==> src/hdl/fos_pkg.sv <==
// shared widths, codes and constants for the fuzzy obstacle steering block
`default_nettype none

package fos_pkg;

    localparam int CFG_BITS          = 10;
    localparam int CFG_INDEX_BITS    = 2;
    localparam int STRENGTH_BITS     = 9;
    localparam int STEER_BITS        = 16;
    localparam int MOVE_BITS         = 2;
    localparam int STEER_GAIN        = 50;
    localparam int MOVE_LIMIT        = 15;

    localparam logic [CFG_BITS-1:0] IR_NEAR_START_RST    = CFG_BITS'(100);
    localparam logic [CFG_BITS-1:0] IR_NEAR_END_RST      = CFG_BITS'(200);
    localparam logic [CFG_BITS-1:0] SONAR_NEAR_START_RST = CFG_BITS'(150);
    localparam logic [CFG_BITS-1:0] SONAR_NEAR_END_RST   = CFG_BITS'(300);

    typedef enum logic [CFG_INDEX_BITS-1:0] {
        CFG_IR_NEAR_START    = CFG_INDEX_BITS'(0),
        CFG_IR_NEAR_END      = CFG_INDEX_BITS'(1),
        CFG_SONAR_NEAR_START = CFG_INDEX_BITS'(2),
        CFG_SONAR_NEAR_END   = CFG_INDEX_BITS'(3)
    } cfg_index_t;

    typedef enum logic [MOVE_BITS-1:0] {
        MOVE_FORWARD = MOVE_BITS'(0),
        MOVE_RIGHT   = MOVE_BITS'(1),
        MOVE_LEFT    = MOVE_BITS'(2)
    } move_kind_t;

endpackage

`default_nettype wire

==> src/hdl/fos_if.sv <==
// valid/ready channel interfaces for sensor requests and steering results
`default_nettype none

interface fos_in_if #(
    parameter int DISTANCE_BITS = 10
);
    logic                     valid;
    logic                     ready;
    logic [DISTANCE_BITS-1:0] left_ir_distance;
    logic [DISTANCE_BITS-1:0] right_ir_distance;
    logic [DISTANCE_BITS-1:0] sonar_distance;

    modport source (
        output valid, left_ir_distance, right_ir_distance, sonar_distance,
        input  ready
    );
    modport sink (
        input  valid, left_ir_distance, right_ir_distance, sonar_distance,
        output ready
    );
endinterface

interface fos_out_if;
    import fos_pkg::*;

    logic                      valid;
    logic                      ready;
    logic [STRENGTH_BITS-1:0]  left_strength;
    logic [STRENGTH_BITS-1:0]  right_strength;
    logic [STRENGTH_BITS-1:0]  forward_strength;
    logic signed [STEER_BITS-1:0] steer_value;
    logic [MOVE_BITS-1:0]      move_kind;

    modport source (
        output valid, left_strength, right_strength, forward_strength, steer_value,
               move_kind,
        input  ready
    );
    modport sink (
        input  valid, left_strength, right_strength, forward_strength, steer_value,
               move_kind,
        output ready
    );
endinterface

`default_nettype wire

==> src/hdl/fos_fuzzify.sv <==
// near membership setup: turns a distance into a dividend and divisor
`default_nettype none

module fos_fuzzify #(
    parameter int DISTANCE_BITS = 10,
    parameter int FRACTION_BITS = 8
) (
    input  wire logic                                  clk,
    input  wire logic                                  en,
    input  wire logic [DISTANCE_BITS-1:0]              distance,
    input  wire logic [fos_pkg::CFG_BITS-1:0]          near_start,
    input  wire logic [fos_pkg::CFG_BITS-1:0]          near_end,
    output logic [fos_pkg::CFG_BITS+FRACTION_BITS+1:0] num,
    output logic [fos_pkg::CFG_BITS:0]                 den
);
    import fos_pkg::*;

    localparam int CW = (DISTANCE_BITS > CFG_BITS) ? DISTANCE_BITS : CFG_BITS;
    localparam int NW = CFG_BITS + FRACTION_BITS + 2;
    localparam int DW = CFG_BITS + 1;

    logic [CW-1:0]       d_x;
    logic [CW-1:0]       s_x;
    logic [CW-1:0]       e_x;
    logic [CW-1:0]       gap_w;
    logic [CFG_BITS-1:0] gap;
    logic [CFG_BITS-1:0] span;
    logic [NW-1:0]       num_next;
    logic [DW-1:0]       den_next;
    logic [NW-1:0]       num_reg;
    logic [DW-1:0]       den_reg;

    assign d_x   = CW'(distance);
    assign s_x   = CW'(near_start);
    assign e_x   = CW'(near_end);
    assign gap_w = e_x - d_x;
    assign gap   = gap_w[CFG_BITS-1:0];
    assign span  = near_end - near_start;

    // full and zero map onto a divide by two that yields one and zero
    always_comb
    begin
        if (d_x <= s_x)
        begin
            num_next = NW'(1) << (FRACTION_BITS + 1);
            den_next = DW'(2);
        end
        else if (d_x >= e_x)
        begin
            num_next = '0;
            den_next = DW'(2);
        end
        else
        begin
            num_next = (NW'(gap) << (FRACTION_BITS + 1)) + NW'(span);
            den_next = {span, 1'b0};
        end
    end

    always_ff @(posedge clk)
    begin
        if (en)
        begin
            num_reg <= num_next;
            den_reg <= den_next;
        end
    end

    assign num = num_reg;
    assign den = den_reg;

endmodule

`default_nettype wire

==> src/hdl/fos_div.sv <==
// pipelined restoring divider, one quotient bit per stage
`default_nettype none

module fos_div #(
    parameter int FRACTION_BITS = 8
) (
    input  wire logic                                  clk,
    input  wire logic [FRACTION_BITS:0]                en,
    input  wire logic [fos_pkg::CFG_BITS+FRACTION_BITS+1:0] num,
    input  wire logic [fos_pkg::CFG_BITS:0]            den,
    output logic [FRACTION_BITS:0]                     quo
);
    import fos_pkg::*;

    localparam int QW = FRACTION_BITS + 1;
    localparam int NW = CFG_BITS + FRACTION_BITS + 2;
    localparam int DW = CFG_BITS + 1;

    logic [NW-1:0] rem_reg [QW-1];
    logic [DW-1:0] den_reg [QW-1];
    logic [QW-1:0] quo_reg [QW];

    for (genvar k = 0; k < QW; k++)
    begin : g_stage
        localparam int SH = FRACTION_BITS - k;

        logic [NW-1:0] rem_in;
        logic [DW-1:0] den_in;
        logic [QW-1:0] quo_in;
        logic [NW-1:0] dsh;
        logic          fits;
        logic [QW-1:0] quo_next;

        if (k == 0)
        begin : g_first
            assign rem_in = num;
            assign den_in = den;
            assign quo_in = '0;
        end
        else
        begin : g_rest
            assign rem_in = rem_reg[k-1];
            assign den_in = den_reg[k-1];
            assign quo_in = quo_reg[k-1];
        end

        assign dsh  = NW'(den_in) << SH;
        assign fits = (rem_in >= dsh);

        always_comb
        begin
            if (fits)
            begin
                quo_next = quo_in | (QW'(1) << SH);
            end
            else
            begin
                quo_next = quo_in;
            end
        end

        always_ff @(posedge clk)
        begin
            if (en[k])
            begin
                quo_reg[k] <= quo_next;
            end
        end

        if (k < QW - 1)
        begin : g_carry
            logic [NW-1:0] rem_next;

            assign rem_next = fits ? (rem_in - dsh) : rem_in;

            always_ff @(posedge clk)
            begin
                if (en[k])
                begin
                    rem_reg[k] <= rem_next;
                    den_reg[k] <= den_in;
                end
            end
        end
    end

    assign quo = quo_reg[QW-1];

endmodule

`default_nettype wire

==> src/hdl/fos_rules.sv <==
// min-max rule evaluation for left, right and forward strengths
`default_nettype none

module fos_rules #(
    parameter int FRACTION_BITS = 8
) (
    input  wire logic                   clk,
    input  wire logic                   en,
    input  wire logic [FRACTION_BITS:0] left_near,
    input  wire logic [FRACTION_BITS:0] right_near,
    input  wire logic [FRACTION_BITS:0] sonar_near,
    output logic [FRACTION_BITS:0]      left,
    output logic [FRACTION_BITS:0]      right,
    output logic [FRACTION_BITS:0]      fwd
);
    import fos_pkg::*;

    localparam int QW = FRACTION_BITS + 1;
    localparam logic [QW-1:0] ONE = QW'(1) << FRACTION_BITS;

    function automatic logic [QW-1:0] min3(input logic [QW-1:0] a, input logic [QW-1:0] b,
                                           input logic [QW-1:0] c);
        logic [QW-1:0] m;
        m = (a < b) ? a : b;
        return (m < c) ? m : c;
    endfunction

    function automatic logic [QW-1:0] max3(input logic [QW-1:0] a, input logic [QW-1:0] b,
                                           input logic [QW-1:0] c);
        logic [QW-1:0] m;
        m = (a > b) ? a : b;
        return (m > c) ? m : c;
    endfunction

    logic [QW-1:0] ln, rn, cn, lf, rf, cf;
    logic [QW-1:0] left_next, right_next, fwd_next;
    logic [QW-1:0] left_reg, right_reg, fwd_reg;

    assign ln = left_near;
    assign rn = right_near;
    assign cn = sonar_near;
    assign lf = ONE - ln;
    assign rf = ONE - rn;
    assign cf = ONE - cn;

    assign left_next  = max3(min3(ln, cf, rn), min3(lf, cn, rn), min3(lf, cf, rn));
    assign right_next = max3(min3(ln, cn, rf), min3(ln, cf, rf), min3(lf, cn, rf));
    assign fwd_next   = min3(ln, rn, cn);

    always_ff @(posedge clk)
    begin
        if (en)
        begin
            left_reg  <= left_next;
            right_reg <= right_next;
            fwd_reg   <= fwd_next;
        end
    end

    assign left  = left_reg;
    assign right = right_reg;
    assign fwd   = fwd_reg;

endmodule

`default_nettype wire

==> src/hdl/fos_steer.sv <==
// steering value, move decision and the output register
`default_nettype none

module fos_steer #(
    parameter int FRACTION_BITS = 8
) (
    input  wire logic                              clk,
    input  wire logic                              en,
    input  wire logic [FRACTION_BITS:0]            left,
    input  wire logic [FRACTION_BITS:0]            right,
    input  wire logic [FRACTION_BITS:0]            fwd,
    output logic [fos_pkg::STRENGTH_BITS-1:0]      left_strength,
    output logic [fos_pkg::STRENGTH_BITS-1:0]      right_strength,
    output logic [fos_pkg::STRENGTH_BITS-1:0]      forward_strength,
    output logic signed [fos_pkg::STEER_BITS-1:0]  steer_value,
    output logic [fos_pkg::MOVE_BITS-1:0]          move_kind
);
    import fos_pkg::*;

    localparam int QW = FRACTION_BITS + 1;
    localparam int DFW = FRACTION_BITS + 2;
    localparam int SW = FRACTION_BITS + 8;
    localparam int XW = (QW > STRENGTH_BITS) ? QW : STRENGTH_BITS;
    localparam int EW = (SW > STEER_BITS) ? SW : STEER_BITS;
    localparam logic signed [SW-1:0] LIMIT = SW'(MOVE_LIMIT) <<< FRACTION_BITS;

    logic signed [DFW-1:0] tr;
    logic signed [DFW-1:0] tl;
    logic signed [DFW-1:0] diff;
    logic signed [SW-1:0]  steer_full;
    logic signed [EW-1:0]  steer_ext;
    logic [XW-1:0]         left_x, right_x, fwd_x;
    move_kind_t            kind_next;

    logic [STRENGTH_BITS-1:0]     left_reg, right_reg, fwd_reg;
    logic signed [STEER_BITS-1:0] steer_reg;
    move_kind_t                   kind_reg;

    // each term drops out when forward already dominates that side
    assign tr   = (fwd > right) ? '0 : signed'(DFW'(right)) - signed'(DFW'(fwd));
    assign tl   = (fwd > left)  ? '0 : signed'(DFW'(left))  - signed'(DFW'(fwd));
    assign diff = tr - tl;

    assign steer_full = SW'(diff) * signed'(SW'(STEER_GAIN));
    assign steer_ext  = EW'(steer_full);

    always_comb
    begin
        if (steer_full > LIMIT)
        begin
            kind_next = MOVE_RIGHT;
        end
        else if (steer_full < -LIMIT)
        begin
            kind_next = MOVE_LEFT;
        end
        else
        begin
            kind_next = MOVE_FORWARD;
        end
    end

    assign left_x  = XW'(left);
    assign right_x = XW'(right);
    assign fwd_x   = XW'(fwd);

    always_ff @(posedge clk)
    begin
        if (en)
        begin
            left_reg  <= left_x[STRENGTH_BITS-1:0];
            right_reg <= right_x[STRENGTH_BITS-1:0];
            fwd_reg   <= fwd_x[STRENGTH_BITS-1:0];
            steer_reg <= steer_ext[STEER_BITS-1:0];
            kind_reg  <= kind_next;
        end
    end

    assign left_strength    = left_reg;
    assign right_strength   = right_reg;
    assign forward_strength = fwd_reg;
    assign steer_value      = steer_reg;
    assign move_kind        = kind_reg;

endmodule

`default_nettype wire

==> src/hdl/fuzzy_obstacle_steering.sv <==
// fuzzy obstacle steering top level: config registers, stage control, datapath
// path from request to result: fuzzify register, divider stages, rules register, output register
// throughput: one request per cycle, set by the one-bit-per-stage divider pipeline
// a stalled result holds the last stage; earlier empty stages keep taking requests
// reset clears all stage valid bits and loads the default thresholds
`default_nettype none

module fuzzy_obstacle_steering #(
    parameter int DISTANCE_BITS = 10,
    parameter int FRACTION_BITS = 8
) (
    input  wire logic                                clk,
    input  wire logic                                rst_n,
    input  wire logic                                cfg_write,
    input  wire logic [fos_pkg::CFG_INDEX_BITS-1:0]  cfg_index,
    input  wire logic [fos_pkg::CFG_BITS-1:0]        cfg_data,
    fos_in_if.sink                                   sensors,
    fos_out_if.source                                steering
);
    import fos_pkg::*;

    localparam int QW = FRACTION_BITS + 1;
    localparam int NW = CFG_BITS + FRACTION_BITS + 2;
    localparam int DW = CFG_BITS + 1;
    localparam int STAGES = FRACTION_BITS + 4;
    localparam int DIV_FIRST = 1;
    localparam int RULES_STAGE = FRACTION_BITS + 2;
    localparam int OUT_STAGE = FRACTION_BITS + 3;

    logic [CFG_BITS-1:0] ir_start_reg, ir_end_reg, sonar_start_reg, sonar_end_reg;

    always_ff @(posedge clk or negedge rst_n)
    begin
        if (!rst_n)
        begin
            ir_start_reg    <= IR_NEAR_START_RST;
            ir_end_reg      <= IR_NEAR_END_RST;
            sonar_start_reg <= SONAR_NEAR_START_RST;
            sonar_end_reg   <= SONAR_NEAR_END_RST;
        end
        else if (cfg_write)
        begin
            unique case (cfg_index_t'(cfg_index))
                CFG_IR_NEAR_START:    ir_start_reg    <= cfg_data;
                CFG_IR_NEAR_END:      ir_end_reg      <= cfg_data;
                CFG_SONAR_NEAR_START: sonar_start_reg <= cfg_data;
                CFG_SONAR_NEAR_END:   sonar_end_reg   <= cfg_data;
                default: ;
            endcase
        end
    end

    // stage control: a stage loads when it is empty or its contents move on
    logic [STAGES-1:0] v_reg;
    logic [STAGES-1:0] ld;

    always_comb
    begin
        ld[STAGES-1] = !v_reg[STAGES-1] || steering.ready;
        for (int k = STAGES - 2; k >= 0; k--)
        begin
            ld[k] = !v_reg[k] || ld[k+1];
        end
    end

    always_ff @(posedge clk or negedge rst_n)
    begin
        if (!rst_n)
        begin
            v_reg <= '0;
        end
        else
        begin
            if (ld[0])
            begin
                v_reg[0] <= sensors.valid;
            end
            for (int k = 1; k < STAGES; k++)
            begin
                if (ld[k])
                begin
                    v_reg[k] <= v_reg[k-1];
                end
            end
        end
    end

    assign sensors.ready  = ld[0];
    assign steering.valid = v_reg[OUT_STAGE];

    logic [NW-1:0] l_num, r_num, c_num;
    logic [DW-1:0] l_den, r_den, c_den;
    logic [QW-1:0] l_near, r_near, c_near;
    logic [QW-1:0] left_s, right_s, fwd_s;
    logic [QW-1:0] div_en;

    assign div_en = ld[DIV_FIRST +: QW];

    fos_fuzzify #(.DISTANCE_BITS(DISTANCE_BITS), .FRACTION_BITS(FRACTION_BITS)) u_fuzz_l (
        .clk        (clk),
        .en         (ld[0]),
        .distance   (sensors.left_ir_distance),
        .near_start (ir_start_reg),
        .near_end   (ir_end_reg),
        .num        (l_num),
        .den        (l_den)
    );

    fos_fuzzify #(.DISTANCE_BITS(DISTANCE_BITS), .FRACTION_BITS(FRACTION_BITS)) u_fuzz_r (
        .clk        (clk),
        .en         (ld[0]),
        .distance   (sensors.right_ir_distance),
        .near_start (ir_start_reg),
        .near_end   (ir_end_reg),
        .num        (r_num),
        .den        (r_den)
    );

    fos_fuzzify #(.DISTANCE_BITS(DISTANCE_BITS), .FRACTION_BITS(FRACTION_BITS)) u_fuzz_c (
        .clk        (clk),
        .en         (ld[0]),
        .distance   (sensors.sonar_distance),
        .near_start (sonar_start_reg),
        .near_end   (sonar_end_reg),
        .num        (c_num),
        .den        (c_den)
    );

    fos_div #(.FRACTION_BITS(FRACTION_BITS)) u_div_l (
        .clk (clk),
        .en  (div_en),
        .num (l_num),
        .den (l_den),
        .quo (l_near)
    );

    fos_div #(.FRACTION_BITS(FRACTION_BITS)) u_div_r (
        .clk (clk),
        .en  (div_en),
        .num (r_num),
        .den (r_den),
        .quo (r_near)
    );

    fos_div #(.FRACTION_BITS(FRACTION_BITS)) u_div_c (
        .clk (clk),
        .en  (div_en),
        .num (c_num),
        .den (c_den),
        .quo (c_near)
    );

    fos_rules #(.FRACTION_BITS(FRACTION_BITS)) u_rules (
        .clk        (clk),
        .en         (ld[RULES_STAGE]),
        .left_near  (l_near),
        .right_near (r_near),
        .sonar_near (c_near),
        .left       (left_s),
        .right      (right_s),
        .fwd        (fwd_s)
    );

    fos_steer #(.FRACTION_BITS(FRACTION_BITS)) u_steer (
        .clk              (clk),
        .en               (ld[OUT_STAGE]),
        .left             (left_s),
        .right            (right_s),
        .fwd              (fwd_s),
        .left_strength    (steering.left_strength),
        .right_strength   (steering.right_strength),
        .forward_strength (steering.forward_strength),
        .steer_value      (steering.steer_value),
        .move_kind        (steering.move_kind)
    );

endmodule

`default_nettype wire
==> src/flat_wrapper.sv <==
// flat-port wrapper written by rule: the top's interface ports become plain ports
module fuzzy_obstacle_steering_flat import fos_pkg::*;
#(
    parameter int DISTANCE_BITS = 10,
    parameter int FRACTION_BITS = 8
)
  (clk, rst_n, cfg_write, cfg_index, cfg_data, sensors_valid, sensors_left_ir_distance, sensors_right_ir_distance, sensors_sonar_distance, sensors_ready, steering_valid, steering_left_strength, steering_right_strength, steering_forward_strength, steering_steer_value, steering_move_kind, steering_ready);
  fos_in_if #(.DISTANCE_BITS(DISTANCE_BITS)) sensors_i ();
  fos_out_if steering_i ();
  input  wire logic clk;
  input  wire logic rst_n;
  input  wire logic cfg_write;
  input  wire logic [fos_pkg::CFG_INDEX_BITS-1:0] cfg_index;
  input  wire logic [fos_pkg::CFG_BITS-1:0] cfg_data;
  input wire logic [$bits(sensors_i.valid)-1:0] sensors_valid;
  input wire logic [$bits(sensors_i.left_ir_distance)-1:0] sensors_left_ir_distance;
  input wire logic [$bits(sensors_i.right_ir_distance)-1:0] sensors_right_ir_distance;
  input wire logic [$bits(sensors_i.sonar_distance)-1:0] sensors_sonar_distance;
  output wire logic [$bits(sensors_i.ready)-1:0] sensors_ready;
  output wire logic [$bits(steering_i.valid)-1:0] steering_valid;
  output wire logic [$bits(steering_i.left_strength)-1:0] steering_left_strength;
  output wire logic [$bits(steering_i.right_strength)-1:0] steering_right_strength;
  output wire logic [$bits(steering_i.forward_strength)-1:0] steering_forward_strength;
  output wire logic [$bits(steering_i.steer_value)-1:0] steering_steer_value;
  output wire logic [$bits(steering_i.move_kind)-1:0] steering_move_kind;
  input wire logic [$bits(steering_i.ready)-1:0] steering_ready;
  assign sensors_i.valid = sensors_valid;
  assign sensors_i.left_ir_distance = sensors_left_ir_distance;
  assign sensors_i.right_ir_distance = sensors_right_ir_distance;
  assign sensors_i.sonar_distance = sensors_sonar_distance;
  assign sensors_ready = sensors_i.ready;
  assign steering_valid = steering_i.valid;
  assign steering_left_strength = steering_i.left_strength;
  assign steering_right_strength = steering_i.right_strength;
  assign steering_forward_strength = steering_i.forward_strength;
  assign steering_steer_value = steering_i.steer_value;
  assign steering_move_kind = steering_i.move_kind;
  assign steering_i.ready = steering_ready;
  fuzzy_obstacle_steering #(.DISTANCE_BITS(DISTANCE_BITS), .FRACTION_BITS(FRACTION_BITS)) u_core (.clk(clk), .rst_n(rst_n), .cfg_write(cfg_write), .cfg_index(cfg_index), .cfg_data(cfg_data), .sensors(sensors_i), .steering(steering_i));
endmodule
==> config.mk <==
export PLATFORM = sky130hd
export DESIGN_NAME = fuzzy_obstacle_steering_flat
export DESIGN_NICKNAME = d
export VERILOG_FILES = /design/src/hdl/fos_pkg.sv /design/src/hdl/fos_if.sv /design/src/hdl/fos_fuzzify.sv /design/src/hdl/fos_div.sv /design/src/hdl/fos_rules.sv /design/src/hdl/fos_steer.sv /design/src/hdl/fuzzy_obstacle_steering.sv /design/src/flat_wrapper.sv
export SDC_FILE = /design/constraint.sdc
export NUM_CORES = 2
export LEC_CHECK = 0
export BUFFER_PORTS_ARGS = -buffer_cell sky130_fd_sc_hd__buf_2
export CAP_MARGIN = 20
export CORE_UTILIZATION = 59
export DETAILED_ROUTE_END_ITERATION = 10
export GPL_ROUTABILITY_DRIVEN = 0
export PLACE_DENSITY_LB_ADDON = 0.25
export SLEW_MARGIN = 20
export SYNTH_ARGS = -nofsm -noshare
export SYNTH_HDL_FRONTEND = slang
export SYNTH_HIERARCHICAL = 1
export SYNTH_SLANG_ARGS = --single-unit
==> constraint.sdc <==
create_clock -name clk -period 9.4 [get_ports clk]
set_clock_uncertainty 0.15 [all_clocks]
set_input_delay 0.94 -clock clk [delete_from_list [all_inputs] [get_ports clk]]
set_output_delay 0.94 -clock clk [all_outputs]
set_load 0.01 [all_outputs]
==> summary.txt <==
Status
  • Outcome: complete, no violations

Global route
  • Met3 usage in global routing: 2.90%
  • Met1 track demand over resource: 27.4%
  • Wire length of the first global-routing pass: 210 mm
  • Global-route total usage across every layer: 23.0%
  • Maximum number of pins on one net before global-route repair: 97
  • Number of antenna violations at the first check in global routing: 0
  • Vias in the first global route: 43,100
  • M2 GR Usage: 41.6%
  • Total gr overflow: 0
  • Most Used Layer, Global Route: met2

Clock tree
  • CTS Sinks: 1,068
  • Clock network latency to the later pin of the worst-skew pair: 0.68 ns
  • Root Buffer: sky130_fd_sc_hd__clkbuf_16
  • CTS tree: yes
  • Post-cts hold buffer count: 0
  • Max Root-Sink Buffers: 3
  • Total number of H-tree levels: 3
  • Clock-pin slew of the registers on the worst-case setup and hold paths: 0.06 ns
  • Number of buffers created by CTS: 110

Timing
  • Clock period minus final worst setup slack: 9.12 ns
  • Total of endpoints with negative setup slack in the final report: 0
  • Fin. max-slew vios: 0
  • Achievable frequency: 110 MHz
  • Final worst hold slack: 0.253 ns
  • Relative slew slack: 33.3%
  • Final hold violations: 0
  • Transition time of the tightest slew-check pin: 1.00 ns
  • Portion of the clock cycle consumed by the worst path in the final layout: 97.1%

Routing
  • Initial DRT Pass Iterations: 6
  • Via density: 5.89
  • Total via count in the routed design: 43,600
  • Count of unresolved DRC violations after routing: 0
  • Wire length per cell after detailed routing: 17.3 microns
  • Number of DRC markers in iteration 0: 2,796
  • Number of antenna-violating nets in the routed design: 0
  • Total Routed Length: 128 mm

Job
  • Max-cap violation count: 0

Floorplan
  • CORE AREA: 108,000 sq um
  • Die Span X: 333 microns
  • Cell Rows: 120
  • Starting density of the core: 59.9%
  • Total die area: 111,000 sq um
  • DIE HEIGHT: 333 microns
  • Boundary pin count: 94

Critical path
  • Top delay family on crit path: compound AO/OA/AOI/OAI gates
  • Endpoint class of the critical path: flop
  • Worst setup path category: reg -> reg
  • Stage delay of the slowest cell on the critical path: 0.46 ns
  • Slowest stage cell, crit path: sky130_fd_sc_hd__edfxtp_1
  • Type of origin of the critical path: flop
  • Logic depth of the worst path, buffers included: 43
  • Worst path bufs/invs: 4
  • Depth of the worst register-to-register path: 43
  • Maximum fanout along the worst path: 6
  • Data arrival time at the worst-slack endpoint: 9.47 ns
  • Required @ worst endpoint: 9.74 ns

Finish
  • Filler Cells Inserted: 7,961
  • Antenna diodes: 0
  • Area added between synthesis and finish: 9.76%
  • Nets@finish: 6,560
  • Proportion of layout cells with a drive suffix above 1: 10.9%

Synthesis
  • Number of enable flip-flop cells after synthesis: 1,016
  • Cell with the most instances after synthesis: sky130_fd_sc_hd__edfxtp_1
  • Share of synthesized area occupied by flip-flops and latches: 49.3%
  • Synth area leader: sky130_fd_sc_hd__edfxtp_1
  • Synth unique cells: 123
  • Proportion of register bits with asynchronous set or reset after synthesis: 4.87%
  • Synthesis-stage register bit count: 1,068
  • Combined area of all synthesized cells: 64,500 sq um
  • Leading post-synthesis cells by instance count: sky130_fd_sc_hd__edfxtp_1, sky130_fd_sc_hd__inv_1, sky130_fd_sc_hd__ha_1, sky130_fd_sc_hd__nor2_1, sky130_fd_sc_hd__a21oi_1
  • Post-synthesis average cell area: 11.3 sq um
  • Cell count after synthesis: 5,732
  • Ys flop type: sky130_fd_sc_hd__edfxtp_1
  • Cell types occupying the most area after synthesis: sky130_fd_sc_hd__edfxtp_1, sky130_fd_sc_hd__ha_1, sky130_fd_sc_hd__inv_1
  • Warnings from Yosys: 6
  • Synthesized netlist net count: 6,392
  • Post-synth top area share: 47.3%

Worst hold path
  • Worst min-delay path class: in -> async

Place
  • IO Port Bufs: 92
  • DPL Wire Length: 98.0 mm
==> per-layer routing <==
layer | part of all wire, % | wire length, microns
met1 | 41 | 53100
met2 | 50 | 64300
met3 | 4.4 | 5680
met4 | 4.1 | 5220
met5 | 0 | 0
==> path summary, 6_finish.rpt <==
| kind | startpoint | endpoint | slack (ns) |
|---|---|---|---|
| max | u_core/u_div_c/quo_reg[0][72] | u_core/u_rules/left[8] | 0.28 |
| min | rst_n | u_core/ir_start_reg[7] | 0.25 |
| max reg2reg | u_core/u_div_c/quo_reg[0][72] | u_core/u_rules/left[8] | 0.28 |
| min reg2reg | u_core/u_div_l/quo_reg[0][8] | u_core/u_div_l/quo_reg[0][17] | 0.26 |
| max in group asynchronous | rst_n | u_core/v_reg[8] | 8.31 |
| min in group clk | u_core/u_div_l/quo_reg[0][8] | u_core/u_div_l/quo_reg[0][17] | 0.26 |
==> cell usage in the layout, fill, tap and decap left out, types with 92 or more instances in the layout <==
cell | Yosys | routed
sky130_fd_sc_hd__inv_1 | 580 | 578
sky130_fd_sc_hd__xor2_1 | 170 | 170
sky130_fd_sc_hd__a21oi_1 | 344 | 343
sky130_fd_sc_hd__nor3_1 | 100 | 98
sky130_fd_sc_hd__xnor2_1 | 189 | 189
sky130_fd_sc_hd__o21ai_0 | 312 | 303
sky130_fd_sc_hd__clkbuf_16 | 0 | 112
sky130_fd_sc_hd__nand2b_1 | 93 | 92
sky130_fd_sc_hd__ha_1 | 577 | 575
sky130_fd_sc_hd__buf_2 | 11 | 92
sky130_fd_sc_hd__edfxtp_1 | 1016 | 1016
sky130_fd_sc_hd__nand2_1 | 318 | 316
sky130_fd_sc_hd__a21o_1 | 146 | 145
sky130_fd_sc_hd__mux2_2 | 122 | 121
sky130_fd_sc_hd__nor2_1 | 390 | 388
==> metrics by stage <==
| step | util (%) | setup TNS (ns) | cells | setup slack [ns] | cell area [sq um] |
|---|---|---|---|---|---|
| floorplan | - | 0 | 5732 | 0.421 | 64500 |
| global placement | 61.9 | 0 | 7181 | 0.0834 | 66700 |
| detailed placement | 61.9 | -1.78 | 7181 | -0.165 | 66700 |
| finish | 65.7 | 0 | 7396 | 0.276 | 70800 |
| CTS | 65.5 | 0 | 7387 | 0.0727 | 70600 |
| global route | 65.7 | -0.433 | 7396 | -0.0856 | 70800 |
==> layout make-up <==
| type | count | area, sq um | share of cell area [%] |
|---|---|---|---|
| flip-flops and latches | 1068 | 31800 | 44.9 |
| multi-input cells | 3961 | 30100 | 42.5 |
| clock buffers | 128 | 2900 | 4.10 |
| inverters | 580 | 2180 | 3.07 |
| well taps | 1403 | 1760 | 2.48 |
| repair buffers | 179 | 1120 | 1.58 |
| clock inverters | 77 | 938 | 1.32 |
==> cells by family (layout without fill, tap and decap cells) <==
logic type                 after synthesis  after routing  share of synthesized area (%)
and+or+nand+nor                       1461           1461                           11.8
muxes                                  209            209                           3.69
buffers and inverters                  703            964                           4.45
DFF                                   1068           1068                           49.3
adders and majority gates              614            614                           12.3
other                                    4              4                         0.0233
xor gates and xnor gates               361            361                           4.95
AOI/OAI and AO/OA                     1312           1312                           13.4
==> what timing repair did <==
action,4_1_cts,5_1_grt
endpoints found under the setup margin,16,18
buffers inserted,1,9
resized for setup,5,31
pin swaps,1,6
Power is left out: the tool's default activity adds up to more than one toggle a clock period on the data nets, which glitch-free logic cannot reach.
